==> src/hdl/cmc_pkg.sv <==
`timescale 1ns / 1ps

package cmc_pkg;

    localparam int ADDR_W     = 20;
    localparam int MIN_OFFSET = 2;
    localparam int MAX_OFFSET = 8;
    localparam int MAX_INDEX  = 10;
    localparam int MAX_WAYS   = 8;
    localparam int BLOCK_W    = ADDR_W - MIN_OFFSET;
    localparam int TAG_W      = BLOCK_W;
    localparam int SET_W      = MAX_INDEX;
    localparam int WAY_W      = $clog2(MAX_WAYS);
    localparam int SLOT_W     = SET_W + WAY_W;
    localparam int CAP_W      = SLOT_W + 1;
    localparam int SEEN_ROW_W = 32;
    localparam int SEEN_BIT_W = $clog2(SEEN_ROW_W);
    localparam int SEEN_ADR_W = BLOCK_W - SEEN_BIT_W;
    localparam int REG_W      = 4;
    localparam int PADDR_W    = 4;
    localparam int PDATA_W    = 32;

    localparam logic [1:0] REG_OFFSET = 2'd0;
    localparam logic [1:0] REG_INDEX  = 2'd1;
    localparam logic [1:0] REG_WAYS   = 2'd2;

    localparam logic [REG_W-1:0] RST_OFFSET = 4'd5;
    localparam logic [REG_W-1:0] RST_INDEX  = 4'd10;
    localparam logic [REG_W-1:0] RST_WAYS   = 4'd1;

    typedef enum logic [1:0] {
        OUT_HIT        = 2'd0,
        OUT_COMPULSORY = 2'd1,
        OUT_CAPACITY   = 2'd2,
        OUT_CONFLICT   = 2'd3
    } outcome_t;

    typedef struct packed {
        logic [REG_W-1:0] offset;
        logic [REG_W-1:0] index;
        logic [REG_W-1:0] ways;
    } geom_t;

    typedef struct packed {
        logic             cmp_valid;
        logic [CAP_W-1:0] cmp_idx;
        logic             done;
        logic             found;
        logic [CAP_W-1:0] found_idx;
    } scan_stat_t;

    typedef struct packed {
        logic             valid;
        logic             dirty;
        logic [TAG_W-1:0] tag;
    } line_ent_t;

    typedef struct packed {
        logic               valid;
        logic [BLOCK_W-1:0] block;
    } shadow_ent_t;

endpackage

==> src/hdl/cmc_scan.sv <==
`timescale 1ns / 1ps

module cmc_scan (
    input  logic                        clk,
    input  logic                        rst_n,
    input  logic                        start,
    input  logic [cmc_pkg::CAP_W-1:0]   count,
    input  logic [cmc_pkg::BLOCK_W-1:0] key,
    input  logic                        ent_valid,
    input  logic [cmc_pkg::BLOCK_W-1:0] ent_key,
    output logic [cmc_pkg::CAP_W-1:0]   rd_idx,
    output cmc_pkg::scan_stat_t         stat
);
    import cmc_pkg::*;

    logic             busy_reg;
    logic             pend_reg;
    logic [CAP_W-1:0] issue_reg;
    logic [CAP_W-1:0] pidx_reg;
    logic [CAP_W-1:0] count_reg;
    logic             done_reg;
    logic             found_reg;
    logic [CAP_W-1:0] found_idx_reg;
    logic             match;

    // The memory data for the entry issued last cycle is compared now.
    assign match  = pend_reg && ent_valid && (ent_key == key);
    assign rd_idx = issue_reg;

    assign stat.cmp_valid = pend_reg;
    assign stat.cmp_idx   = pidx_reg;
    assign stat.done      = done_reg;
    assign stat.found     = found_reg;
    assign stat.found_idx = found_idx_reg;

    always_ff @(posedge clk or negedge rst_n)
    begin
        if (!rst_n)
        begin
            busy_reg      <= 1'b0;
            pend_reg      <= 1'b0;
            done_reg      <= 1'b0;
            found_reg     <= 1'b0;
            issue_reg     <= '0;
            pidx_reg      <= '0;
            count_reg     <= '0;
            found_idx_reg <= '0;
        end
        else
        begin
            done_reg <= 1'b0;
            if (start)
            begin
                busy_reg  <= 1'b1;
                pend_reg  <= 1'b0;
                issue_reg <= '0;
                count_reg <= count;
                found_reg <= 1'b0;
            end
            else if (busy_reg)
            begin
                if (match || (pend_reg && pidx_reg == count_reg - CAP_W'(1)))
                begin
                    busy_reg      <= 1'b0;
                    pend_reg      <= 1'b0;
                    done_reg      <= 1'b1;
                    found_reg     <= match;
                    found_idx_reg <= pidx_reg;
                end
                else if (issue_reg < count_reg)
                begin
                    pend_reg  <= 1'b1;
                    pidx_reg  <= issue_reg;
                    issue_reg <= issue_reg + CAP_W'(1);
                end
                else
                begin
                    pend_reg <= 1'b0;
                end
            end
        end
    end

endmodule

==> config.mk <==
export PLATFORM = sky130hd
export DESIGN_NAME = cmc_scan
export DESIGN_NICKNAME = d
export VERILOG_FILES = /design/src/hdl/cmc_pkg.sv /design/src/hdl/cmc_scan.sv
export SDC_FILE = /design/constraint.sdc
export NUM_CORES = 1
export LEC_CHECK = 0
export ABC_AREA = 1
export BUFFER_PORTS_ARGS = -buffer_cell sky130_fd_sc_hd__buf_2
export CAP_MARGIN = 20
export CORE_ASPECT_RATIO = 1.75
export CORE_MARGIN = 2
export CORE_UTILIZATION = 30
export DETAILED_ROUTE_END_ITERATION = 7
export PLACE_DENSITY = 0.57
export SYNTH_ARGS = -nofsm -noshare
export SYNTH_HDL_FRONTEND = slang
export SYNTH_SLANG_ARGS = --single-unit
export TNS_END_PERCENT = 5
==> constraint.sdc <==
create_clock -name clk -period 3.4 [get_ports clk]
set_clock_uncertainty 0.15 [all_clocks]
set_input_delay 0.34 -clock clk [delete_from_list [all_inputs] [get_ports clk]]
set_output_delay 0.34 -clock clk [all_outputs]
set_load 0.005 [all_outputs]
Word-level counts from Yosys, hierarchy flattened

Cells that the tools add are included.

Bitwise operators: 2
Magnitude comparators: 1
Reductions and logical operators: 11
Equal/unequal tests: 3
Multiplexer cells: 17
Add/subtract/negate cells: 2

Operators with widths:

| kind                  | number |
|---|---|
| $mux 14               | 4 |
| $eq 18x18->1          | 1 |
| $add 14x1->14 const B | 1 |
| $eq 14x14->1          | 1 |
| $lt 14x14->1          | 1 |
| $sub 14x1->14 const B | 1 |
| $mux 1                | 13 |
| $reduce_and 3->1      | 2 |
| $reduce_bool 2->1     | 3 |
| $reduce_and 4->1      | 1 |
| $logic_and 1x1->1     | 3 |
| $ne 2x2->1 const B    | 1 |
| $not 1->1             | 2 |
| $reduce_and 2->1      | 1 |
| $logic_or 1x1->1      | 1 |

Bits of input ports: 54
Output and inout bits: 45
Flip-flop bits (word level): 60
Word-level logic and storage cells: 44

Longest topological paths before layout

Gate-level depths: netlist of the first run.

Word-level depth: 7
Depth in mapped cells: 17
Depth with buffers taken out: 17

Worst setup path before layout of the first run

Ideal clock, no wire load.

Path kind: reg2reg
From: register issue_reg[7] (netlist: rd_idx[7])
To: register pidx_reg[10]
Cell stages (with the launch flop): 12
Data arrival time: 1.894 ns
Required time: 3.185 ns
Library setup time: 0.065 ns
Path slack: 1.291 ns
Path buffers: 1
Path through: dfrtp_1 ha_1 a21oi_1 o21ai_0 nand3_1 a21oi_1 nor2_1 nand3_2 nor2_4 buf_8 nand3_2 nand2_1

Longest elaborated chain between the ends: 2

Ends and longest elaborated chain:

| what                              | RTL line       | text |
|---|---|---|
| start: declaration                | cmc_scan.sv:18 | `logic [CAP_W-1:0] issue_reg;` |
| start signal: assignment          | cmc_scan.sv:74 | `issue_reg <= issue_reg + CAP_W'(1);` |
| $lt 14x14->1                      | cmc_scan.sv:70 | `else if (issue_reg < count_reg)` |
| $reduce_and 4->1 (no source line) | --             |  |
| end signal: assignment            | cmc_scan.sv:73 | `pidx_reg <= issue_reg;` |
| end: declaration                  | cmc_scan.sv:19 | `logic [CAP_W-1:0] pidx_reg;` |

Every way passes these cells.
A chain may end at the register's enable or synchronous reset.

Final worst setup path of the first run

From: register issue_reg[9] (netlist: rd_idx[9])
To: register pidx_reg[1]

The elaborated chain is that of the path after synthesis.

==> out/metrics.csv, run 1 <==
metric,value,unit
status,completed,
Vias/cell,4.54,
Hold Path Origin,count[8],
Synth top area share,35.2,%
CTS buffer count,9,
final setup fails,0,
Yosys reg bits,60,
cells along the critical path,ha_1 > a21oi_1 > o21ai_0 > nand3_1 > a21oi_1 > nor2_1 > nand3_2 > nor2_4 > nand3_1 > nand2_1,
Congestion Overflow GR,0,
R2R depth,10,
GRT Overall Usage,16.2,%
Slew headroom,62.3,%
RSZ-0062 raised after global routing,no,
Mapped Nets,662,
TritonCTS clock tree,done,
Iter 0 DRT Violations,150,
Post-synth EDFFs,0,
H-Tree Level Count,3,
Starting Density,30.7,%
WL/cell,13.9,um
Pleak,0.00293,uW
final hold viol count,0,
Buf/Inv on CP,0,
IO Pins,99,
Worst path max stage delay,500,ps
synthesized instance count,593,
stages on the worst setup path,10,
"Warnings, synthesis",0,
worst slack at placement,844,ps
Required @ worst endpoint,3520,ps
clock root buffer,clkbuf_16,
drt first pass iters,4,
P per Cell Area,383,nW/um^2
die height,162,um
flop2flop setup slack,840,ps
Crit-path slowest cell,dfrtp_1,
Setup TNS,0,ps
gpl congestion,0.803,
share of layout cells above drive strength 1,23.7,%
Post-CTS Setup Bufs,0,
setup ws final,835,ps
max-slew violations,0,
CP max FO,17,
critical path type,reg2reg,
via count,3951,
"Top FF cell, synth",dfrtp_1,
port bufs,98,
register area share after synthesis,35.2,%
Cell Rows,57,
synth unique cells,40,
f_max,0.390,GHz
antenna violations before repair,0,
Synth area leaders,"dfrtp_1, nand2_1, inv_1, nand3_1, nor2_1",
vias in the first global route,3852,
core box area,13900,um^2
max cap viols,0,
Area Growth Syn to Fin,21.6,%
DRC viols,0,
Layout fillers,1493,
Worst Hold End,count_reg[8]$_DFFE_PN0P_,
Tcrit/Tclk final,75.4,%
final worst path period need,2560,ps
n_diodes,0,
total routed wirelength,12100,um
top cell type by total area after synthesis,dfrtp_1,
Worst path top cell family by delay,simple AND/OR/NAND/NOR gates,
mapped cell area,4270,um^2
Clock Sinks,60,
Hold Crit Class,in2reg,
critical path endpoint category,flop,
R2R Path End,pidx_reg[1]$_DFFE_PN0P_,
post-DP HPWL,9560,um
VDD IR max,0.310,mV
Total Nets Final,758,
CP startpoint kind,flop,
worst flop-to-flop path startpoint,rd_idx[9]$_DFFE_PN0P_,
CTS max path bufs,2,
Worst Tran Pin Value,566,ps
Critical Path AT,2690,ps
largest net degree at the start of global routing,43,
Routed Antenna Nets,0,
asr flop ratio synth,100,%
die area,15200,um^2
most frequent cell after synthesis,nand2_1,
first-pass GRT wire length,19100,um
Synth Area per Inst,7.20,um^2
worst-skew pair later-pin latency,330,ps
die width,94.2,um
hold path cells,3,
Post-synth top cells,"nand2_1, inv_1, dfrtp_1, nor2_1, nand3_1",
"Clk pin slew, worst setup/hold paths",50,ps
==> worst max-delay path by stage <==
stage	startpoint	endpoint	slack (ps)
final	rd_idx[9]$_DFFE_PN0P_	pidx_reg[1]$_DFFE_PN0P_	840
after global routing	count_reg[0]$_DFFE_PN0P_	rd_idx[11]$_DFFE_PN0P_	630
after CTS	count_reg[0]$_DFFE_PN0P_	rd_idx[10]$_DFFE_PN0P_	840
after detailed placement	count_reg[0]$_DFFE_PN0P_	rd_idx[10]$_DFFE_PN0P_	840
after global placement	rd_idx[9]$_DFFE_PN0P_	pidx_reg[2]$_DFFE_PN0P_	840
after floorplan	rd_idx[7]$_DFFE_PN0P_	pidx_reg[10]$_DFFE_PN0P_	1290
==> routing by layer <==
layer  share of wire [%]  GRT usage, %  vias up
met4                 1.6          5.67        0
met3                 4.5          2.55       12
met5                   0             0        -
li1                    -             -     2062
met2                  55          30.9       97
met1                  39          17.7     1780
==> per-stage QoR <==
stage | hold slack [ps] | utilization [%] | power [uW] | cells | instance area [um^2]
2_1_floorplan | -106 | - | 979 | 593 | 4270
3_3_place_gp | 219 | 35.2 | 1100 | 854 | 4890
3_5_place_dp | 219 | 35.2 | 1100 | 854 | 4890
4_1_cts | 58.4 | 37.3 | 2010 | 870 | 5190
5_1_grt | 71.0 | 37.3 | 2090 | 870 | 5190
6_report | 61.6 | 37.3 | 1990 | 870 | 5190
==> cell type report <==
| type | instances | area [um^2] | share of cell area (%) |
|---|---|---|---|
| clock inverters | 5 | 52.6 | 1.01 |
| flip-flops and latches | 60 | 1500 | 28.9 |
| repair buffers | 103 | 531 | 10.2 |
| inverters | 68 | 255 | 4.92 |
| well taps | 177 | 221 | 4.27 |
| multi-input cells | 447 | 2390 | 46.1 |
| clock buffers | 10 | 239 | 4.60 |
==> worst min-delay path: stages <==
cell	delay [ps]
buf_2	70
nand2_1	40
o21ai_0	50
==> repair_timing <==
item,CTS,global route
hold buffers,1,0
endpoints found under the hold margin,22,0
resized for setup,0,0
==> power breakdown <==
group          internal [uW]  switching (uW)  total (uW)
logic                    115             192         308
registers                741            33.8         774
clock network            578             328         907
==> cells by family (layout without fill, tap and decap cells) <==
group	after synthesis	in the layout	synth area share, %
adder cells (fa/ha/maj)	15	15	4.40
AO/OA/AOI/OAI	36	36	4.54
buffers and inverters	86	186	8.79
flip-flops	60	60	35.2
XOR/XNOR	28	28	6.10
AND/OR/NAND/NOR	368	368	41.0
==> layout by cell type, fill, tap and decap left out, types with 2 or more instances in the layout <==
cell type / count
nor2_2: 6
inv_1: 65
nor3_1: 7
nand3_1: 42
nor2_1: 55
nand4_1: 13
nand2_1: 201
a21oi_1: 7
nand2_2: 6
xnor2_1: 11
clkbuf_16: 9
xor2_2: 2
clkinv_2: 3
o21ai_0: 24
nor2_4: 4
or2_2: 5
nor2_8: 2
nand2_4: 3
dfrtp_1: 60
buf_2: 98
inv_2: 2
nand3_2: 12
buf_4: 4
nand3b_1: 2
xor2_1: 15
nor4_1: 3
o21a_1: 2
ha_1: 15
(Power assumes the default switching activity.)
==> run 2: changes to the inputs <==
==> constraint.sdc (replaced) <==
create_clock -name clk -period 2.4 [get_ports clk]
set_clock_uncertainty 0.15 [all_clocks]
set_input_delay 0.24 -clock clk [delete_from_list [all_inputs] [get_ports clk]]
set_output_delay 0.24 -clock clk [all_outputs]
set_load 0.005 [all_outputs]
==> run 2 against run 1 <==
Highest routed layer unchanged. Sequential cell count stayed put. Design area increased by 7.2%. First-iteration DRC count is 36% higher. Sequential share of layout area decreased by 1.9 points. Sequential power rose by 41%. Die area stayed put. Register-to-register slack worse by 660 ps. Global-route usage up 0.80 points. Wire length increased by 2.7%. Critical path type unchanged. Via count increased by 4.2%.
==> out/metrics.csv, run 2 (synthesis gave the netlist of run 1 again) <==
metric,value,unit,change
n_diodes,0,,unchanged
Cell Rows,57,,unchanged
max-slew violations,0,,unchanged
RSZ-0062 raised after global routing,yes,,
gr busiest metal,met2,,
antenna violations before repair,0,,unchanged
Vias/cell,4.55,,+0.15%
clock root buffer,clkbuf_16,,
"Clk pin slew, worst setup/hold paths",50,ps,about the same
IO Pins,99,,unchanged
Post-DP Area,5080,um^2,+3.8%
Hold Crit Class,in2reg,,
die area,15200,um^2,unchanged
Worst path max stage delay,400,ps,-100 ps
CP max FO,17,,unchanged
gpl congestion,0.872,,+8.5%
Crit-path slowest cell,dfrtp_1,,
"most common cell after layout, fill and taps aside",nand2_1,,
H-Tree Level Count,3,,unchanged
post-DP HPWL,9840,um,+2.9%
CTS max path bufs,2,,unchanged
VDD IR max,0.318,mV,+2.5%
Starting Density,30.7,%,unchanged
critical path endpoint category,flop,,
dpl cells,874,,+2.3%
Worst Tran Pin Value,662,ps,+95.8 ps
DRC viols,0,,unchanged
port bufs,98,,unchanged
Total Nets Final,793,,+4.6%
met2 GRT Util,31.8,%,+0.91 points
final hold viol count,0,,unchanged
die width,94.2,um,unchanged
met3 usage in global routing,2.97,%,+0.42 points
worst-skew pair later-pin latency,330,ps,about the same
P per Cell Area,509,nW/um^2,+33%
Post-Layout Cell Count,905,,+4.0%
final worst path period need,2220,ps,-342 ps
die height,162,um,unchanged
Iter 0 DRT Violations,204,,+36%
final setup fails,0,,unchanged
GRT Overall Usage,17.0,%,+0.80 points
WL/cell,13.7,um,-1.3%
"commonest cells after routing, fill and taps aside","nand2_1, buf_2, inv_1",,
CP startpoint kind,flop,,
largest net degree at the start of global routing,43,,unchanged
f_max,0.450,GHz,+15%
Setup TNS,0,ps,unchanged
design area,5570,um^2,+7.2%
cells along the critical path,inv_2 > ha_4 > inv_1 > nand2_1 > nand2_1 > nor2_2 > nand3_1 > nor2_2 > nand2_1 > nor2_2 > nand3_4 > nand3_2 > nor2_4 > buf_12 > nand3_1 > nand2_1,,
met1 usage,17.9,%,+0.22 points
Required @ worst endpoint,2470,ps,-1050 ps
CTS buffer count,9,,unchanged
critical path type,reg2reg,,
status,completed,,
Routed Antenna Nets,0,,unchanged
Clock Sinks,60,,unchanged
Slew headroom,55.9,%,-6.4 points
share of layout cells above drive strength 1,26.9,%,+3.3 points
max cap viols,0,,unchanged
hold slack,2.86,ps,-58.7 ps
Worst path top cell family by delay,simple AND/OR/NAND/NOR gates,,
drt first pass iters,4,,unchanged
Buf/Inv on CP,3,,+3
total routed wirelength,12400,um,+2.7%
post-layout util,40.0,%,+2.7 points
Pleak,0.00313,uW,+6.7%
Tcrit/Tclk final,92.6,%,+17 points
cell mode on critical path,nand2_1,,
TritonCTS clock tree,done,,
via count,4116,,+4.2%
Congestion Overflow GR,0,,unchanged
first-pass GRT wire length,19900,um,+4.3%
core box area,13900,um^2,unchanged
vias in the first global route,4142,,+7.5%
Critical Path AT,2290,ps,-400 ps
Area Growth Syn to Fin,30.4,%,
-- run 2: what timing repair did --
| action | CTS | global route |
|---|---|---|
| buffers inserted | 1 | 3 |
| endpoints found under the hold margin | 35 | 0 |
| setup endpoints to repair | 17 | 44 |
| cloned | 0 | 1 |
| pin swaps | 1 | 1 |
| gates resized for setup | 0 | 12 |
| hold buffers | 11 | 0 |
-- run 2: final timing paths --
path | from | to | slack (ps) | cells after the start
min reg2reg | found_idx_reg[5]$_DFFE_PN0P_ | found_idx_reg[5]$_DFFE_PN0P_ | 320 | 2
max reg2reg | count_reg[0]$_DFFE_PN0P_ | pidx_reg[4]$_DFFE_PN0P_ | 180 | 16
min | count[10] | count_reg[10]$_DFFE_PN0P_ | 3 | 3
max | count_reg[0]$_DFFE_PN0P_ | pidx_reg[4]$_DFFE_PN0P_ | 180 | 16
min in group asynchronous | rst_n | count_reg[3]$_DFFE_PN0P_ | 330 | 2
max in group asynchronous | rst_n | count_reg[11]$_DFFE_PN0P_ | 1150 | 3
-- run 2: routing by layer --
metal | wire [um] | share of wire (%)
met1 | 4730 | 38
met2 | 6830 | 55
met3 | 459 | 3.7
met4 | 365 | 2.9
met5 | 0 | 0
-- run 2: final cells by class --
| class | count | area [um^2] |
|---|---|---|
| inverter | 68 | 255 |
| timing repair buffer | 137 | 861 |
| sequential | 60 | 1500 |
| tap | 177 | 221 |
| clock inverter | 1 | 5.00 |
| clock buffer | 14 | 284 |
| fill | 1460 | 8340 |
| multi-input combinational | 448 | 2440 |
-- run 2: metrics by stage --
step	total power, uW	worst slack (ps)
global route	2980	-21.0
finish	2830	177
CTS	2840	31.3
global placement	1580	-31.7
floorplan	1390	291
detailed placement	1580	-58.2
-- run 2: where the power goes --
part / leakage, uW / internal (uW) / switching, uW / total [uW]
clock: 0.000145 / 803 / 437 / 1240
combinational: 0.00219 / 205 / 295 / 500
sequential: 0.000787 / 1050 / 44.2 / 1090
-- run 2: worst min-delay path: stages --
cell     delay [ps]
buf_2            70
nand2_1          60
o21ai_0          70
==> run 3: changes to the inputs <==
--- a/config.mk
+++ b/config.mk
@@ -10,9 +10,11 @@
 export CAP_MARGIN = 20
 export CORE_ASPECT_RATIO = 1.75
 export CORE_MARGIN = 2
-export CORE_UTILIZATION = 30
+export CORE_UTILIZATION = 40
 export DETAILED_ROUTE_END_ITERATION = 7
-export PLACE_DENSITY = 0.57
+export HOLD_SLACK_MARGIN = 0.05
+export PLACE_DENSITY = 0.69
+export SLEW_MARGIN = 5
 export SYNTH_ARGS = -nofsm -noshare
 export SYNTH_HDL_FRONTEND = slang
 export SYNTH_SLANG_ARGS = --single-unit
==> run 3 against run 2 <==
Critical path depth decreased by 5. Count of clock-buffer cells in the layout decreased by 3. Design area about the same. Fmax decreased by 4.7%. Power increased by 5.2%. Combinational power about the same. First-iteration DRC count increased by 12%. Worst hold slack improved by 240 ps. Critical path type unchanged. Largest cell class unchanged. Largest power group unchanged.
==> out/metrics.csv, run 3 (synthesis gave the netlist of run 1 again) <==
metric,value,unit,change
status,completed,,
die height,141,um,-13%
Slew headroom,55.0,%,-0.85 points
critical path endpoint category,flop,,
Setup TNS,0,ps,unchanged
flop2flop setup slack,70,ps,-110 ps
"most common cell after layout, fill and taps aside",nand2_1,,
Vias/cell,5.04,,+11%
clock root buffer,clkbuf_16,,
first-pass GRT wire length,19200,um,-3.7%
R2R Path End,rd_idx[0]$_DFFE_PN0P_,,
max cap viols,0,,unchanged
worst flop-to-flop path startpoint,count_reg[9]$_DFFE_PN0P_,,
hold path cells,6,,+3
Critical Path AT,2390,ps,+100 ps
Area Growth Syn to Fin,30.3,%,about the same
DRC viols,0,,unchanged
Clock Sinks,60,,unchanged
WL/cell,14.5,um,+5.9%
Worst Tran Pin Value,670,ps,+8.55 ps
Pleak,0.00312,uW,-0.10%
gpl congestion,0.866,,-0.68%
core box area,10400,um^2,-25%
CTS buffer count,9,,unchanged
IO Pins,99,,unchanged
final worst path period need,2330,ps,+109 ps
n_diodes,0,,unchanged
drt first pass iters,7,,+3
TritonCTS clock tree,done,,
Congestion Overflow GR,0,,unchanged
critical path type,reg2reg,,
P per Cell Area,536,nW/um^2,+5.3%
Tcrit/Tclk final,97.2,%,+4.6 points
GRT Overall Usage,21.8,%,+4.7 points
via count,4313,,+4.8%
RSZ-0062 raised after global routing,yes,,
"Clk pin slew, worst setup/hold paths",50,ps,about the same
Cell Rows,49,,-14%
f_max,0.429,GHz,-4.7%
die width,82.1,um,-13%
Total Nets Final,793,,unchanged
VDD IR max,0.353,mV,+11%
post-layout util,53.7,%,+14 points
Hold Crit Class,in2reg,,
post-DP HPWL,9400,um,-4.5%
CTS max path bufs,2,,unchanged
largest net degree at the start of global routing,43,,unchanged
Routed Antenna Nets,0,,unchanged
final setup fails,0,,unchanged
die area,11500,um^2,-24%
antenna violations before repair,0,,unchanged
max-slew violations,0,,unchanged
CP startpoint kind,flop,,
worst-skew pair later-pin latency,340,ps,about the same
"commonest cells after routing, fill and taps aside","nand2_1, buf_2, inv_1",,
final hold viol count,0,,unchanged
H-Tree Level Count,3,,unchanged
total routed wirelength,12400,um,+0.21%
vias in the first global route,4210,,+1.6%
CP max FO,6,,-11
share of layout cells above drive strength 1,27.2,%,+0.24 points
R2R depth,11,,-5
Worst Hold End,found_reg$_DFFE_PN0P_,,
port bufs,98,,unchanged
Iter 0 DRT Violations,228,,+12%
Starting Density,41.2,%,+11 points
Hold Path Origin,key[12],,
Required @ worst endpoint,2460,ps,about the same
==> run 3: cell count changes in the layout (fill, tap and decap cells not counted), sizes merged <==
cell,previous run,this run
dlygate4sd3,11,15
clkbuf,14,11
bufinv,0,2
buf,126,122
clkinv,2,4
==> run 3: area by class of cell <==
cell class,instances,area [um^2]
clock buffers,11,243
inverters,68,255
repair buffers,137,833
clock inverters,5,75.1
multi-input cells,448,2490
well taps,127,159
flip-flops and latches,60,1500
fillers,964,4800
==> run 3: what timing repair did <==
| action | CTS | global route |
|---|---|---|
| hold buffers | 15 | 0 |
| gates resized for setup | 2 | 20 |
| endpoints found under the setup margin | 11 | 45 |
| pin swaps | 0 | 7 |
| endpoints found under the hold margin | 33 | 0 |
| gates cloned | 0 | 1 |
| buffers inserted | 0 | 4 |
==> run 3: worst max-delay path by stage <==
stage / from / to / slack [ps] / cells after the start
5_1_grt: count_reg[0]$_DFFE_PN0P_ / pidx_reg[5]$_DFFE_PN0P_ / -80 / 15
4_1_cts: count_reg[0]$_DFFE_PN0P_ / pidx_reg[1]$_DFFE_PN0P_ / 6 / 16
3_3_place_gp: count_reg[0]$_DFFE_PN0P_ / rd_idx[12]$_DFFE_PN0P_ / 80 / 15
6_report: count_reg[9]$_DFFE_PN0P_ / rd_idx[0]$_DFFE_PN0P_ / 70 / 11
2_1_floorplan: rd_idx[7]$_DFFE_PN0P_ / pidx_reg[10]$_DFFE_PN0P_ / 290 / 11
3_5_place_dp: count_reg[0]$_DFFE_PN0P_ / rd_idx[3]$_DFFE_PN0P_ / -3 / 15
==> run 3: metrics by stage <==
step / cell area (um^2) / power [uW] / std cells / worst slack, ps / hold slack [ps]
after floorplan: 4270 / 1390 / 593 / 291 / -206
after global placement: 4960 / 1550 / 820 / 75.4 / 94.8
after detailed placement: 4960 / 1560 / 820 / -2.76 / 94.6
after CTS: 5440 / 2970 / 851 / 6.09 / 225
after global routing: 5560 / 3110 / 856 / -83.0 / 300
final: 5560 / 2980 / 856 / 67.1 / 241
==> run 3: per-layer routing <==
metal / part of all wire, % / vias up / global-route usage (%)
met2: 56 / 129 / 40.7
met3: 5.0 / 29 / 4.42
met1: 36 / 2015 / 21.8
met5: 0 / - / 0
met4: 3.2 / 0 / 10.7
li1: - / 2140 / -
==> run 3: power breakdown <==
part | switching (uW) | leakage, uW | total (uW) | internal, uW
Sequential | 45.5 | 0.000787 | 1100 | 1050
Clock | 456 | 0.000159 | 1390 | 930
Combinational | 301 | 0.00218 | 499 | 198
==> run 3: worst max-delay path, stage by stage, from the launching register on <==
cell	delay, ps
dfrtp_1	410
inv_2	70
ha_1	290
a21oi_1	210
o21ai_0	160
nand3_1	110
a21oi_1	80
nor2_2	200
nand4_4	160
buf_4	200
nand3_1	80
nand2_1	90
