`src/hdl/cmc_pkg.sv`:
```
`timescale 1ns / 1ps

package cmc_pkg;

    localparam int ADDR_W     = 20;
    localparam int MIN_OFFSET = 2;
    localparam int MAX_OFFSET = 8;
    localparam int MAX_INDEX  = 10;
    localparam int MAX_WAYS   = 8;
    localparam int BLOCK_W    = ADDR_W - MIN_OFFSET;
    localparam int TAG_W      = BLOCK_W;
    localparam int SET_W      = MAX_INDEX;
    localparam int WAY_W      = $clog2(MAX_WAYS);
    localparam int SLOT_W     = SET_W + WAY_W;
    localparam int CAP_W      = SLOT_W + 1;
    localparam int SEEN_ROW_W = 32;
    localparam int SEEN_BIT_W = $clog2(SEEN_ROW_W);
    localparam int SEEN_ADR_W = BLOCK_W - SEEN_BIT_W;
    localparam int REG_W      = 4;
    localparam int PADDR_W    = 4;
    localparam int PDATA_W    = 32;

    localparam logic [1:0] REG_OFFSET = 2'd0;
    localparam logic [1:0] REG_INDEX  = 2'd1;
    localparam logic [1:0] REG_WAYS   = 2'd2;

    localparam logic [REG_W-1:0] RST_OFFSET = 4'd5;
    localparam logic [REG_W-1:0] RST_INDEX  = 4'd10;
    localparam logic [REG_W-1:0] RST_WAYS   = 4'd1;

    typedef enum logic [1:0] {
        OUT_HIT        = 2'd0,
        OUT_COMPULSORY = 2'd1,
        OUT_CAPACITY   = 2'd2,
        OUT_CONFLICT   = 2'd3
    } outcome_t;

    typedef struct packed {
        logic [REG_W-1:0] offset;
        logic [REG_W-1:0] index;
        logic [REG_W-1:0] ways;
    } geom_t;

    typedef struct packed {
        logic             cmp_valid;
        logic [CAP_W-1:0] cmp_idx;
        logic             done;
        logic             found;
        logic [CAP_W-1:0] found_idx;
    } scan_stat_t;

    typedef struct packed {
        logic             valid;
        logic             dirty;
        logic [TAG_W-1:0] tag;
    } line_ent_t;

    typedef struct packed {
        logic               valid;
        logic [BLOCK_W-1:0] block;
    } shadow_ent_t;

endpackage

```
`src/hdl/cmc_cfg.sv`:
```
`timescale 1ns / 1ps

module cmc_cfg (
    input  logic                        clk,
    input  logic                        rst_n,
    input  logic                        psel,
    input  logic                        penable,
    input  logic                        pwrite,
    input  logic [cmc_pkg::PADDR_W-1:0] paddr,
    input  logic [cmc_pkg::PDATA_W-1:0] pwdata,
    output logic [cmc_pkg::PDATA_W-1:0] prdata,
    output logic                        pready,
    output cmc_pkg::geom_t              geom
);
    import cmc_pkg::*;

    logic [REG_W-1:0] offset_reg;
    logic [REG_W-1:0] index_reg;
    logic [REG_W-1:0] ways_reg;
    logic             wr_en;

    assign pready = 1'b1;
    assign wr_en  = psel && penable && pwrite;

    always_ff @(posedge clk or negedge rst_n)
    begin
        if (!rst_n)
        begin
            offset_reg <= RST_OFFSET;
            index_reg  <= RST_INDEX;
            ways_reg   <= RST_WAYS;
        end
        else if (wr_en)
        begin
            case (paddr[3:2])
                REG_OFFSET: offset_reg <= pwdata[REG_W-1:0];
                REG_INDEX:  index_reg  <= pwdata[REG_W-1:0];
                REG_WAYS:   ways_reg   <= pwdata[REG_W-1:0];
                default:    ;
            endcase
        end
    end

    always_comb
    begin
        case (paddr[3:2])
            REG_OFFSET: prdata = {{(PDATA_W-REG_W){1'b0}}, offset_reg};
            REG_INDEX:  prdata = {{(PDATA_W-REG_W){1'b0}}, index_reg};
            REG_WAYS:   prdata = {{(PDATA_W-REG_W){1'b0}}, ways_reg};
            default:    prdata = '0;
        endcase
    end

    // Out-of-range settings are clamped to the geometry the hardware holds.
    always_comb
    begin
        if (offset_reg < REG_W'(MIN_OFFSET))
            geom.offset = REG_W'(MIN_OFFSET);
        else if (offset_reg > REG_W'(MAX_OFFSET))
            geom.offset = REG_W'(MAX_OFFSET);
        else
            geom.offset = offset_reg;

        if (index_reg > REG_W'(MAX_INDEX))
            geom.index = REG_W'(MAX_INDEX);
        else
            geom.index = index_reg;

        if (ways_reg == '0)
            geom.ways = REG_W'(1);
        else if (ways_reg > REG_W'(MAX_WAYS))
            geom.ways = REG_W'(MAX_WAYS);
        else
            geom.ways = ways_reg;
    end

endmodule

```
`config.mk`:
```
export PLATFORM = sky130hd
export DESIGN_NAME = cmc_cfg
export DESIGN_NICKNAME = d
export VERILOG_FILES = /design/src/hdl/cmc_pkg.sv /design/src/hdl/cmc_cfg.sv
export SDC_FILE = /design/constraint.sdc
export NUM_CORES = 1
export LEC_CHECK = 0
export ABC_AREA = 1
export ABC_CLOCK_PERIOD_IN_PS = 1300
export BUFFER_PORTS_ARGS = -buffer_cell sky130_fd_sc_hd__buf_2
export CORE_MARGIN = 10
export CORE_UTILIZATION = 40
export CTS_CLUSTER_DIAMETER = 80
export CTS_CLUSTER_SIZE = 14
export DETAILED_ROUTE_END_ITERATION = 8
export PLACE_DENSITY = 0.85
export SLEW_MARGIN = 20
export SYNTH_ARGS = -nofsm -noshare
export SYNTH_HDL_FRONTEND = slang
export SYNTH_SLANG_ARGS = --single-unit
export TNS_END_PERCENT = 5
```
`constraint.sdc`:
```
create_clock -name clk -period 1.3 [get_ports clk]
set_clock_uncertainty 0.05 [all_clocks]
set_input_delay 0.065 -clock clk [delete_from_list [all_inputs] [get_ports clk]]
set_output_delay 0.065 -clock clk [all_outputs]
set_load 0.05 [all_outputs]
```
=== Word-level counts from Yosys, hierarchy flattened ===
Cells that the tools add are included.

* Bits of input ports: 41
* Word-level logic and storage cells: 22
* Output and inout port bits: 45
* Bits in registers: 12

* Equal/unequal tests: 2
* Multiplexer cells: 6
* Order comparisons: 4
* Reduce and logical (&&, ||, !) cells: 7

{| class="wikitable"
|+ Operators with widths
! cell !! count
|-
| $mux 4 || 5
|-
| $gt 4x4->1 const B || 3
|-
| $pmux 4 s3 || 1
|-
| $reduce_and 2->1 || 3
|-
| $logic_not 4->1 || 1
|-
| $lt 4x2->1 const B || 1
|-
| $eq 2x1->1 const B || 1
|-
| $eq 2x2->1 const B || 1
|-
| $logic_and 1x1->1 || 2
|-
| $logic_not 2->1 || 1
|}

=== Logic depth before layout (Yosys ltp) ===
Gate-level depths: netlist of the first run.

* Word-level depth: 3
* Depth in mapped cells: 6

=== Worst setup path before layout of the first run ===
OpenSTA, ideal clock, no wires.

* Kind: flip-flop to output port
* Start point: reg offset_reg[2]
* End point: out geom[8] (netlist name)
* Stages on the path, launching flop included: 3
* Data arrival time: 1.733 ns
* Data required time: 1.185 ns
* Path buffers: 0
* Setup slack: -0.548 ns
* Cell sequence: dfstp_2 -> nor2_1 -> nor3b_1

{| class="wikitable"
|+ RTL lines
! what !! line !! source
|-
| start: declaration || cmc_cfg.sv:17 || <nowiki>logic [REG_W-1:0] offset_reg;</nowiki>
|-
| start signal: assignment || cmc_cfg.sv:36 || <nowiki>REG_OFFSET: offset_reg <= pwdata[REG_W-1:0];</nowiki>
|-
| end: declaration || cmc_cfg.sv:13 || <nowiki>output cmc_pkg::geom_t geom</nowiki>
|}

==> results of run 1 <==
[routing by layer]
metal	vias up	wire (um)	track usage	part of all wire
met1	356	905	0.106	0.37
met5	-	0	0	0
met3	6	249	0.0274	0.10
met2	37	1230	0.176	0.51
met4	0	41	0.0517	0.017
li1	403	-	-	-
[what timing repair did]
item / in CTS / in global routing
resized for setup: 16 / 14
setup endpoints to repair: 9 / 13
hold buffers: 5 / 0
endpoints found under the hold margin: 24 / 0
[stage by stage]
stage | cells | hold slack, ns | cell area, um2 | util
floorplan | 161 | -0.281 | 1060 | -
global placement | 183 | -0.106 | 998 | 0.447
detailed placement | 183 | -0.103 | 998 | 0.447
CTS | 192 | 0.107 | 1130 | 0.508
global route | 192 | 0.128 | 1180 | 0.529
finish | 192 | 0.107 | 1180 | 0.529
[power breakdown]
group	switching, mW	internal [mW]	leakage [nW]
clock network	0.125	0.170	0.0210
registers	0.0966	0.474	0.141
logic	0.768	0.277	0.539
total	0.989	0.921	0.701
[worst min-delay path, delay by kind of cell]
| family | cells | cell delay [ns] |
|---|---|---|
| buffers and inverters | 1 | 0.12 |
| and+or+nand+nor | 4 | 0.24 |
[kinds of logic (layout without fill, tap and decap cells)]
group,after synthesis,in the layout,synth area share
buffers and inverters,42,45,0.281
AND/OR/NAND/NOR,74,74,0.362
AO/OA/AOI/OAI,4,4,0.0264
flip-flops,12,12,0.323
other,2,29,0.00791
[cell usage in the layout, fill, tap and decap left out]
master,instances
sky130_fd_sc_hd__nor2_1,5
sky130_fd_sc_hd__nor2_2,5
sky130_fd_sc_hd__nand2_1,51
sky130_fd_sc_hd__buf_8,4
sky130_fd_sc_hd__nor2_8,1
sky130_fd_sc_hd__buf_2,13
sky130_fd_sc_hd__nand2_4,2
sky130_fd_sc_hd__a21o_1,1
sky130_fd_sc_hd__buf_4,3
sky130_fd_sc_hd__inv_1,6
sky130_fd_sc_hd__a21boi_1,1
sky130_fd_sc_hd__dlygate4sd3_1,5
sky130_fd_sc_hd__inv_2,4
sky130_fd_sc_hd__conb_1,29
sky130_fd_sc_hd__nor3b_4,1
sky130_fd_sc_hd__buf_6,3
sky130_fd_sc_hd__clkbuf_8,1
sky130_fd_sc_hd__dfstp_2,5
sky130_fd_sc_hd__a21oi_1,2
sky130_fd_sc_hd__clkbuf_4,6
sky130_fd_sc_hd__nand2_2,4
sky130_fd_sc_hd__dfrtp_1,7
sky130_fd_sc_hd__nand3_2,5
[layout make-up]
type	count	area (um2)
inverter	10	37.5
tap	28	35.0
timing repair buffer	31	254
fill	209	1050
multi-input combinational	107	512
sequential	12	307
clock buffer	4	36.3
[worst max-delay path by stage]
stage	slack [ns]	cells after the start	endpoint	startpoint
floorplan	-0.04	3	geom[4]	index_reg[2]$_DFFE_PN0P_
global placement	0.13	3	geom[8]	offset_reg[2]$_DFFE_PN1P_
detailed placement	0.12	3	geom[8]	offset_reg[2]$_DFFE_PN1P_
CTS	-0.09	3	geom[8]	offset_reg[2]$_DFFE_PN1P_
global route	-0.12	3	geom[8]	offset_reg[2]$_DFFE_PN1P_
finish	-0.08	3	geom[8]	offset_reg[2]$_DFFE_PN1P_
==> flow_metrics.py, run 1 <==
metrics = {
    "sta": {
        "worst_slack_ns": -0.0753,
        "timing.final.hold_violations": 0,
        "final.setup.tns_ns": -0.0821,
        "min_period_over_period": 1.06,
        "final.min_clock_period_ns": 1.38,
        "timing.final.setup_violations": 2,
        "max_freq_mhz": 727,
        "unrepaired_setup_endpoints_after_global_routing": "yes",
        "timing.final.max_slew_violations": 0,
    },
    "grt": {
        "antenna_found_initial": 0,
        "global_route_wire_length_before_repair_um": 3620,
        "global_route.usage.total": 0.0997,
        "grt_total_ovfl": 0,
        "grt_pass1_vias": 824,
        "pin_count_of_the_biggest_net_entering_global_routing": 13,
    },
    "logic_synthesis": {
        "synth_seq_cells": 12,
        "synth-warning-count": 0,
        "synth-edff-count": 0,
        "synth_cell_type_count": 19,
        "syn_inst": 134,
        "leading_cell_types_by_count_after_synthesis": "51 x sky130_fd_sc_hd__nand2_1, 29 x sky130_fd_sc_hd__buf_4, 7 x sky130_fd_sc_hd__dfrtp_1",
        "synth_top_area_frac": 0.229,
        "post_synth_main_area_contributors": "sky130_fd_sc_hd__buf_4 23%, sky130_fd_sc_hd__nand2_1 20%, sky130_fd_sc_hd__dfrtp_1 18%",
        "synthDominantAreaCellType": "sky130_fd_sc_hd__buf_4",
        "yosysMostFrequentCell": "sky130_fd_sc_hd__nand2_1",
        "total_standard_cell_area_after_synthesis_um2": 950,
        "synthesis.area_per_instance_um2": 7.09,
        "ys_async_rst_share": 1.00,
        "dominantRegCellSynth": "sky130_fd_sc_hd__dfrtp_1",
        "seq_area_frac_synth": 0.323,
    },
    "routing": {
        "initialDrtViolationCount": 34,
        "detail_route.wl_per_cell_um": 12.6,
        "antenna_violating_nets_post_route": 0,
        "via_count": 802,
        "number_of_vias_per_cell": 4.18,
        "dr.pass1.iters": 4,
        "total_routed_wirelength_um": 2430,
        "detail_route.drc_violations": 0,
    },
    "clock_network": {
        "clock_sinks": 12,
        "post_cts.repair.setup_buffers": 0,
        "clockRootBuffer": "sky130_fd_sc_hd__clkbuf_4",
        "clock_tree.htree_level_count": 1,
        "tritoncts.num_buffers": 3,
        "cts_tree": "yes",
        "clk_pin_slew_worst_paths_ns": 0.08,
        "worst_skew_pair.late_latency_ns": 0.28,
        "clk_path_buf_depth": 2,
    },
    "placed_design": {
        "post_place_setup_slack_ns": 0.123,
        "gp_congestion": 0.772,
        "port_buffers": 26,
        "hpwl_um": 1950,
    },
    "setup_path": {
        "critical_path_required_ns": 1.19,
        "r2r.worst_path.cells": 2,
        "crit-reg2reg-launch": "index_reg[3]$_DFFE_PN1P_",
        "reg2reg_slack_ns": 0.47,
        "worst_flop_to_flop_path_endpoint": "index_reg[3]$_DFFE_PN1P_",
        "cp_cell_sequence": "nor2_2 > nor3b_4 > buf_6",
        "critPathTopFamily": "flip-flops",
        "critical_path_arrival_ns": 1.26,
        "critical_path_peak_fanout": 5,
        "timing.critical_path.from_type": "flop",
        "worst-path-buf-inv": 1,
        "critical_path_class": "reg -> out",
        "critical-path-slowest-cell": "sky130_fd_sc_hd__dfstp_2",
        "timing.critical_path.to_type": "output pin",
        "timing.critical_path.slowest_cell_delay_ns": 0.58,
    },
    "flow_run": {
        "drv.max_cap_violation_count": 0,
    },
    "final_layout": {
        "layout-drive-gt1-share": 0.348,
        "antenna-diode-count": 0,
        "area_growth_pct": 24.4,
        "design.final.nets": 206,
    },
    "pwr": {
        "totalPowerFinal_mw": 1.91,
        "peakVddDrop_uv": 687,
        "leakage_nw": 0.701,
        "cellPowerDensity_nw_per_um2": 1620,
    },
    "min_path": {
        "holdCritPathClass": "in -> reg",
        "startpoint_of_the_lowest_slack_hold_path": "paddr[2]",
        "endpoint_worst_hold": "index_reg[1]$_DFFE_PN1P_",
        "worst_hold_depth": 5,
    },
    "floorplan": {
        "initial_core_util": 0.425,
        "die-area_um2": 4720,
        "boundaryPins": 86,
        "die_y_um": 68.7,
        "die_width_um": 68.7,
        "fp.coreArea_um2": 2230,
        "fp-row-count": 17,
    },
    "run_status": {
        "status": "finished with violations",
        "violations_in_the_final_reports": "negative setup slack",
    },
}
Note: power is estimated with default switching activity, not from simulation.
==> inputs of run 2 (changes only) <==
--- a/config.mk
+++ b/config.mk
@@ -6,7 +6,7 @@
 export NUM_CORES = 1
 export LEC_CHECK = 0
 export ABC_AREA = 1
-export ABC_CLOCK_PERIOD_IN_PS = 1300
+export ABC_CLOCK_PERIOD_IN_PS = 1800
 export BUFFER_PORTS_ARGS = -buffer_cell sky130_fd_sc_hd__buf_2
 export CORE_MARGIN = 10
 export CORE_UTILIZATION = 40
==> constraint.sdc (replaced) <==
create_clock -name clk -period 1.8 [get_ports clk]
set_clock_uncertainty 0.05 [all_clocks]
set_input_delay 0.09 -clock clk [delete_from_list [all_inputs] [get_ports clk]]
set_output_delay 0.09 -clock clk [all_outputs]
set_load 0.05 [all_outputs]
==> flow_metrics.py, run 2 (synthesized netlist as in run 1, its figures left out) <==
metrics = {
    "sta": {
        "min_period_over_period": 0.842,
        "max_freq_mhz": 660,
        "unrepaired_setup_endpoints_after_global_routing": "no",
        "timing.final.setup_violations": 0,
        "timing.final.hold_violations": 0,
        "final.min_clock_period_ns": 1.52,
        "final.setup.tns_ns": 0,
        "timing.final.max_slew_violations": 0,
    },
    "floorplan": {
        "initial_core_util": 0.425,
        "boundaryPins": 86,
        "die_width_um": 68.7,
        "die-area_um2": 4720,
        "fp-row-count": 17,
        "fp.coreArea_um2": 2230,
        "die_y_um": 68.7,
    },
    "setup_path": {
        "timing.critical_path.from_type": "flop",
        "critical_path_peak_fanout": 5,
        "critical_path_arrival_ns": 1.38,
        "worstSetupStartpoint": "offset_reg[2]$_DFFE_PN1P_",
        "r2r.worst_path.cells": 2,
        "critical_path_class": "reg -> out",
        "reg2reg_slack_ns": 1.01,
        "crit-reg2reg-launch": "index_reg[3]$_DFFE_PN1P_",
        "critical_path_required_ns": 1.66,
        "worst_flop_to_flop_path_endpoint": "index_reg[3]$_DFFE_PN1P_",
        "timing.critical_path.to_type": "output pin",
    },
    "pwr": {
        "seq_power_share": 0.330,
        "comb_power_share": 0.534,
        "internal_cell_power_uw": 554,
        "leakage_nw": 0.653,
        "cellPowerDensity_nw_per_um2": 1150,
        "peakVddDrop_uv": 502,
        "p_sw_uw": 680,
        "clkPwrFrac": 0.136,
        "power.share.switching": 0.551,
    },
    "routing": {
        "total_routed_wirelength_um": 2250,
        "via_count": 791,
        "initialDrtViolationCount": 19,
        "dr.pass1.iters": 4,
        "number_of_vias_per_cell": 4.12,
        "detail_route.drc_violations": 0,
        "antenna_violating_nets_post_route": 0,
        "detail_route.wl_per_cell_um": 11.7,
    },
    "clock_network": {
        "clock_tree.htree_level_count": 1,
        "cts-resized-gates": 0,
        "clk_path_buf_depth": 2,
        "clk_pin_slew_worst_paths_ns": 0.07,
        "cts_tree": "yes",
        "worst_skew_pair.late_latency_ns": 0.26,
        "tritoncts.num_buffers": 3,
        "clock_sinks": 12,
        "clockRootBuffer": "sky130_fd_sc_hd__clkbuf_4",
    },
    "run_status": {
        "status": "complete, no violations",
    },
    "grt": {
        "global_route.usage.total": 0.0898,
        "global_route_wire_length_before_repair_um": 3280,
        "pin_count_of_the_biggest_net_entering_global_routing": 13,
        "grt_pass1_vias": 809,
        "grt_total_ovfl": 0,
        "antenna_found_initial": 0,
    },
    "final_layout": {
        "design.final.nets": 206,
        "layout-drive-gt1-share": 0.311,
        "most-common-layout-cells": "51 x sky130_fd_sc_hd__nand2_1, 29 x sky130_fd_sc_hd__conb_1, 26 x sky130_fd_sc_hd__buf_2",
        "fin_util": 0.478,
        "antenna-diode-count": 0,
        "mostFrequentLayoutCell": "sky130_fd_sc_hd__nand2_1",
        "area_growth_pct": 12.5,
    },
    "placed_design": {
        "hpwl_um": 1950,
        "gp_congestion": 0.824,
        "port_buffers": 26,
    },
    "min_path": {
        "worst_hold_depth": 5,
        "endpoint_worst_hold": "offset_reg[0]$_DFFE_PN1P_",
        "holdCritPathClass": "in -> reg",
        "startpoint_of_the_lowest_slack_hold_path": "penable",
    },
    "flow_run": {
        "drv.max_cap_violation_count": 0,
    },
}
## run 2: changes by cell type in the layout (fill, tap and decap cells not counted), sizes merged
cell    delta
clkbuf     -3
buf        +3
## run 2: what timing repair did
action | CTS | global route
endpoints found under the hold margin | 17 | 0
setup buffers | 0 | 0
hold buffers | 5 | 0
## run 2: cell type report
cell class | count | area (um2)
inverters | 10 | 37.5
multi-input cells | 107 | 483
clock buffers | 4 | 26.3
flip-flops and latches | 12 | 307
repair buffers | 31 | 180
fillers | 259 | 1160
well taps | 28 | 35.0
## run 2: worst max path at each step
stage | slack (ns) | to | depth (start not counted)
2_1_floorplan | 0.04 | geom[4] | 3
3_3_place_gp | 0.64 | geom[8] | 3
5_1_grt | 0.23 | geom[8] | 3
6_report | 0.28 | geom[8] | 3
4_1_cts | 0.28 | geom[8] | 3
3_5_place_dp | 0.58 | geom[8] | 3
## run 2: layer usage
metal  global-route usage  part of all wire
met1                0.102              0.39
met2                0.143              0.48
met3               0.0258              0.12
met4               0.0616             0.018
met5                    0                 0
## run 2: worst max-delay path, cell delays in order (launching register included)
cell	delay [ns]
sky130_fd_sc_hd__dfstp_2	0.57
sky130_fd_sc_hd__nor2_1	0.07
sky130_fd_sc_hd__nor3b_2	0.18
sky130_fd_sc_hd__buf_2	0.29
## run 2: power by group through the flow
stage / Combinational, mW / Clock, mW / Sequential (mW)
floorplan: 0.597 / 0 / 0.391
global placement: 0.645 / 0 / 0.410
detailed placement: 0.654 / 0 / 0.412
CTS: 0.663 / 0.175 / 0.407
global route: 0.703 / 0.187 / 0.420
finish: 0.659 / 0.168 / 0.407
## run 2: stage by stage
| stage | cell area (um2) | hold slack, ns | power (mW) | cells | worst slack, ns |
|---|---|---|---|---|---|
| after floorplan | 1060 | -0.256 | 0.988 | 161 | 0.0445 |
| after global placement | 992 | -0.0806 | 1.05 | 183 | 0.643 |
| after detailed placement | 992 | -0.0755 | 1.07 | 183 | 0.580 |
| after CTS | 1070 | 0.141 | 1.25 | 192 | 0.276 |
| after global routing | 1070 | 0.164 | 1.31 | 192 | 0.231 |
| final | 1070 | 0.146 | 1.23 | 192 | 0.285 |
==> inputs of run 3 (changes only) <==
--- a/config.mk
+++ b/config.mk
@@ -6,14 +6,14 @@
 export NUM_CORES = 1
 export LEC_CHECK = 0
 export ABC_AREA = 1
-export ABC_CLOCK_PERIOD_IN_PS = 1800
+export ABC_CLOCK_PERIOD_IN_PS = 1200
 export BUFFER_PORTS_ARGS = -buffer_cell sky130_fd_sc_hd__buf_2
 export CORE_MARGIN = 10
-export CORE_UTILIZATION = 40
+export CORE_UTILIZATION = 33
 export CTS_CLUSTER_DIAMETER = 80
 export CTS_CLUSTER_SIZE = 14
 export DETAILED_ROUTE_END_ITERATION = 8
-export PLACE_DENSITY = 0.85
+export PLACE_DENSITY = 0.75
 export SLEW_MARGIN = 20
 export SYNTH_ARGS = -nofsm -noshare
 export SYNTH_HDL_FRONTEND = slang
==> constraint.sdc (replaced) <==
create_clock -name clk -period 1.2 [get_ports clk]
set_clock_uncertainty 0.05 [all_clocks]
set_input_delay 0.06 -clock clk [delete_from_list [all_inputs] [get_ports clk]]
set_output_delay 0.06 -clock clk [all_outputs]
set_load 0.05 [all_outputs]
==> flow_metrics.py, run 3 (synthesized netlist as in run 1, its figures left out) <==
metrics = {
    "run_status": {
        "status": "finished with violations",
        "violations_in_the_final_reports": "negative setup slack",
    },
    "final_layout": {
        "n_fill_cell": 273,
        "design.final.nets": 207,
        "final_cell_count_no_fill": 196,
        "layout-drive-gt1-share": 0.358,
        "fin_area_um2": 1200,
        "mostFrequentLayoutCell": "sky130_fd_sc_hd__nand2_1",
        "area_growth_pct": 26.4,
        "most-common-layout-cells": "49 x sky130_fd_sc_hd__nand2_1, 29 x sky130_fd_sc_hd__conb_1, 12 x sky130_fd_sc_hd__buf_2",
        "antenna-diode-count": 0,
    },
    "grt": {
        "pin_count_of_the_biggest_net_entering_global_routing": 13,
        "grt_pass1_vias": 848,
        "met1_usage": 0.0902,
        "global_route.usage.total": 0.0856,
        "grt_use_met2": 0.153,
        "grt_total_ovfl": 0,
        "antenna_found_initial": 0,
        "global_route_wire_length_before_repair_um": 3750,
        "global_route_met3_utilization": 0.0202,
        "grt.busiest_layer": "met2",
    },
    "clock_network": {
        "clk_path_buf_depth": 2,
        "clock_tree.htree_level_count": 1,
        "worst_skew_pair.late_latency_ns": 0.26,
        "tritoncts.num_buffers": 3,
        "clk_pin_slew_worst_paths_ns": 0.07,
        "clockRootBuffer": "sky130_fd_sc_hd__clkbuf_4",
        "cts_tree": "yes",
        "clock_sinks": 12,
    },
    "sta": {
        "hold_slack_ns": 0.130,
        "timing.final.hold_violations": 0,
        "unrepaired_setup_endpoints_after_global_routing": "yes",
        "max_freq_mhz": 730,
        "worst_slack_ns": -0.171,
        "timing.final.setup_violations": 10,
        "min_period_over_period": 1.14,
        "final.setup.tns_ns": -0.613,
        "timing.final.max_slew_violations": 0,
        "final.min_clock_period_ns": 1.37,
    },
    "routing": {
        "number_of_vias_per_cell": 4.09,
        "detail_route.drc_violations": 0,
        "dr.pass1.iters": 4,
        "via_count": 802,
        "antenna_violating_nets_post_route": 0,
        "detail_route.wl_per_cell_um": 12.0,
        "initialDrtViolationCount": 41,
        "total_routed_wirelength_um": 2350,
    },
    "setup_path": {
        "critical_path_required_ns": 1.09,
        "critical_path_class": "reg -> out",
        "timing.critical_path.from_type": "flop",
        "critical_path_peak_fanout": 4,
        "critical_path_arrival_ns": 1.26,
        "timing.critical_path.to_type": "output pin",
    },
    "pwr": {
        "cellPowerDensity_nw_per_um2": 1690,
        "leakage_nw": 0.704,
        "totalPowerFinal_mw": 2.03,
        "peakVddDrop_uv": 787,
    },
    "floorplan": {
        "fp.coreArea_um2": 2760,
        "fp-row-count": 19,
        "initial_core_util": 0.344,
        "die_y_um": 73.6,
        "die-area_um2": 5420,
        "die_width_um": 73.6,
        "boundaryPins": 86,
    },
    "placed_design": {
        "gp_congestion": 0.882,
        "hpwl_um": 1890,
        "port_buffers": 26,
        "dpl-instance-area_um2": 1000,
        "placed_cells": 186,
    },
    "min_path": {
        "holdCritPathClass": "in -> reg",
    },
    "flow_run": {
        "drv.max_cap_violation_count": 0,
    },
}
==> run 3: repair_timing <==
| action | in CTS | in global routing |
|---|---|---|
| resized for setup | 31 | 4 |
| hold buffers | 5 | 0 |
| hold endpoints to repair | 22 | 0 |
| buffers inserted | 1 | 0 |
| pin swaps | 4 | 1 |
| setup endpoints to repair | 14 | 14 |
==> run 3: stage by stage <==
| step | worst slack [ns] | util |
|---|---|---|
| after global routing | -0.208 | 0.435 |
| after CTS | -0.166 | 0.431 |
| after global placement | 0.0384 | 0.363 |
| final | -0.171 | 0.435 |
| after detailed placement | 0.0345 | 0.363 |
| after floorplan | -0.136 | - |
==> run 3: layer usage <==
layer	routed length, um	share of wire
met3	216	0.092
met4	30	0.013
met5	0	0
met2	1210	0.51
met1	894	0.38
==> run 3: report_power, final <==
group	switching, mW	internal, mW
Sequential	0.0984	0.515
Combinational	0.837	0.328
Clock	0.119	0.128
==> run 3: worst paths after layout <==
path                                      startpoint                   endpoint  slack [ns]  cells after the start
setup / recovery           offset_reg[2]$_DFFE_PN1P_                    geom[8]       -0.17                      3
hold / removal                               penable  offset_reg[2]$_DFFE_PN1P_        0.13                      5
setup reg to reg           offset_reg[2]$_DFFE_PN1P_  offset_reg[2]$_DFFE_PN1P_        0.33                      3
hold reg to reg              ways_reg[0]$_DFFE_PN1P_    ways_reg[0]$_DFFE_PN1P_        0.43                      2
max in group asynchronous                      rst_n   index_reg[3]$_DFFE_PN1P_        0.68                      2
min in group asynchronous                      rst_n  offset_reg[3]$_DFFE_PN0P_        0.14                      2
==> run 3: layout make-up <==
| cell class | instances | area, um2 | area share |
|---|---|---|---|
| clock buffers | 4 | 26.3 | 0.0219 |
| inverters | 10 | 37.5 | 0.0313 |
| multi-input cells | 107 | 514 | 0.429 |
| flip-flops and latches | 12 | 308 | 0.257 |
| well taps | 31 | 38.8 | 0.0323 |
| repair buffers | 32 | 275 | 0.229 |
==> run 3: critical path: stages, from the launching register on <==
cell                      delay, ns
sky130_fd_sc_hd__dfstp_2       0.56
sky130_fd_sc_hd__nor2_1        0.07
sky130_fd_sc_hd__nor3b_4       0.18
sky130_fd_sc_hd__buf_6         0.18
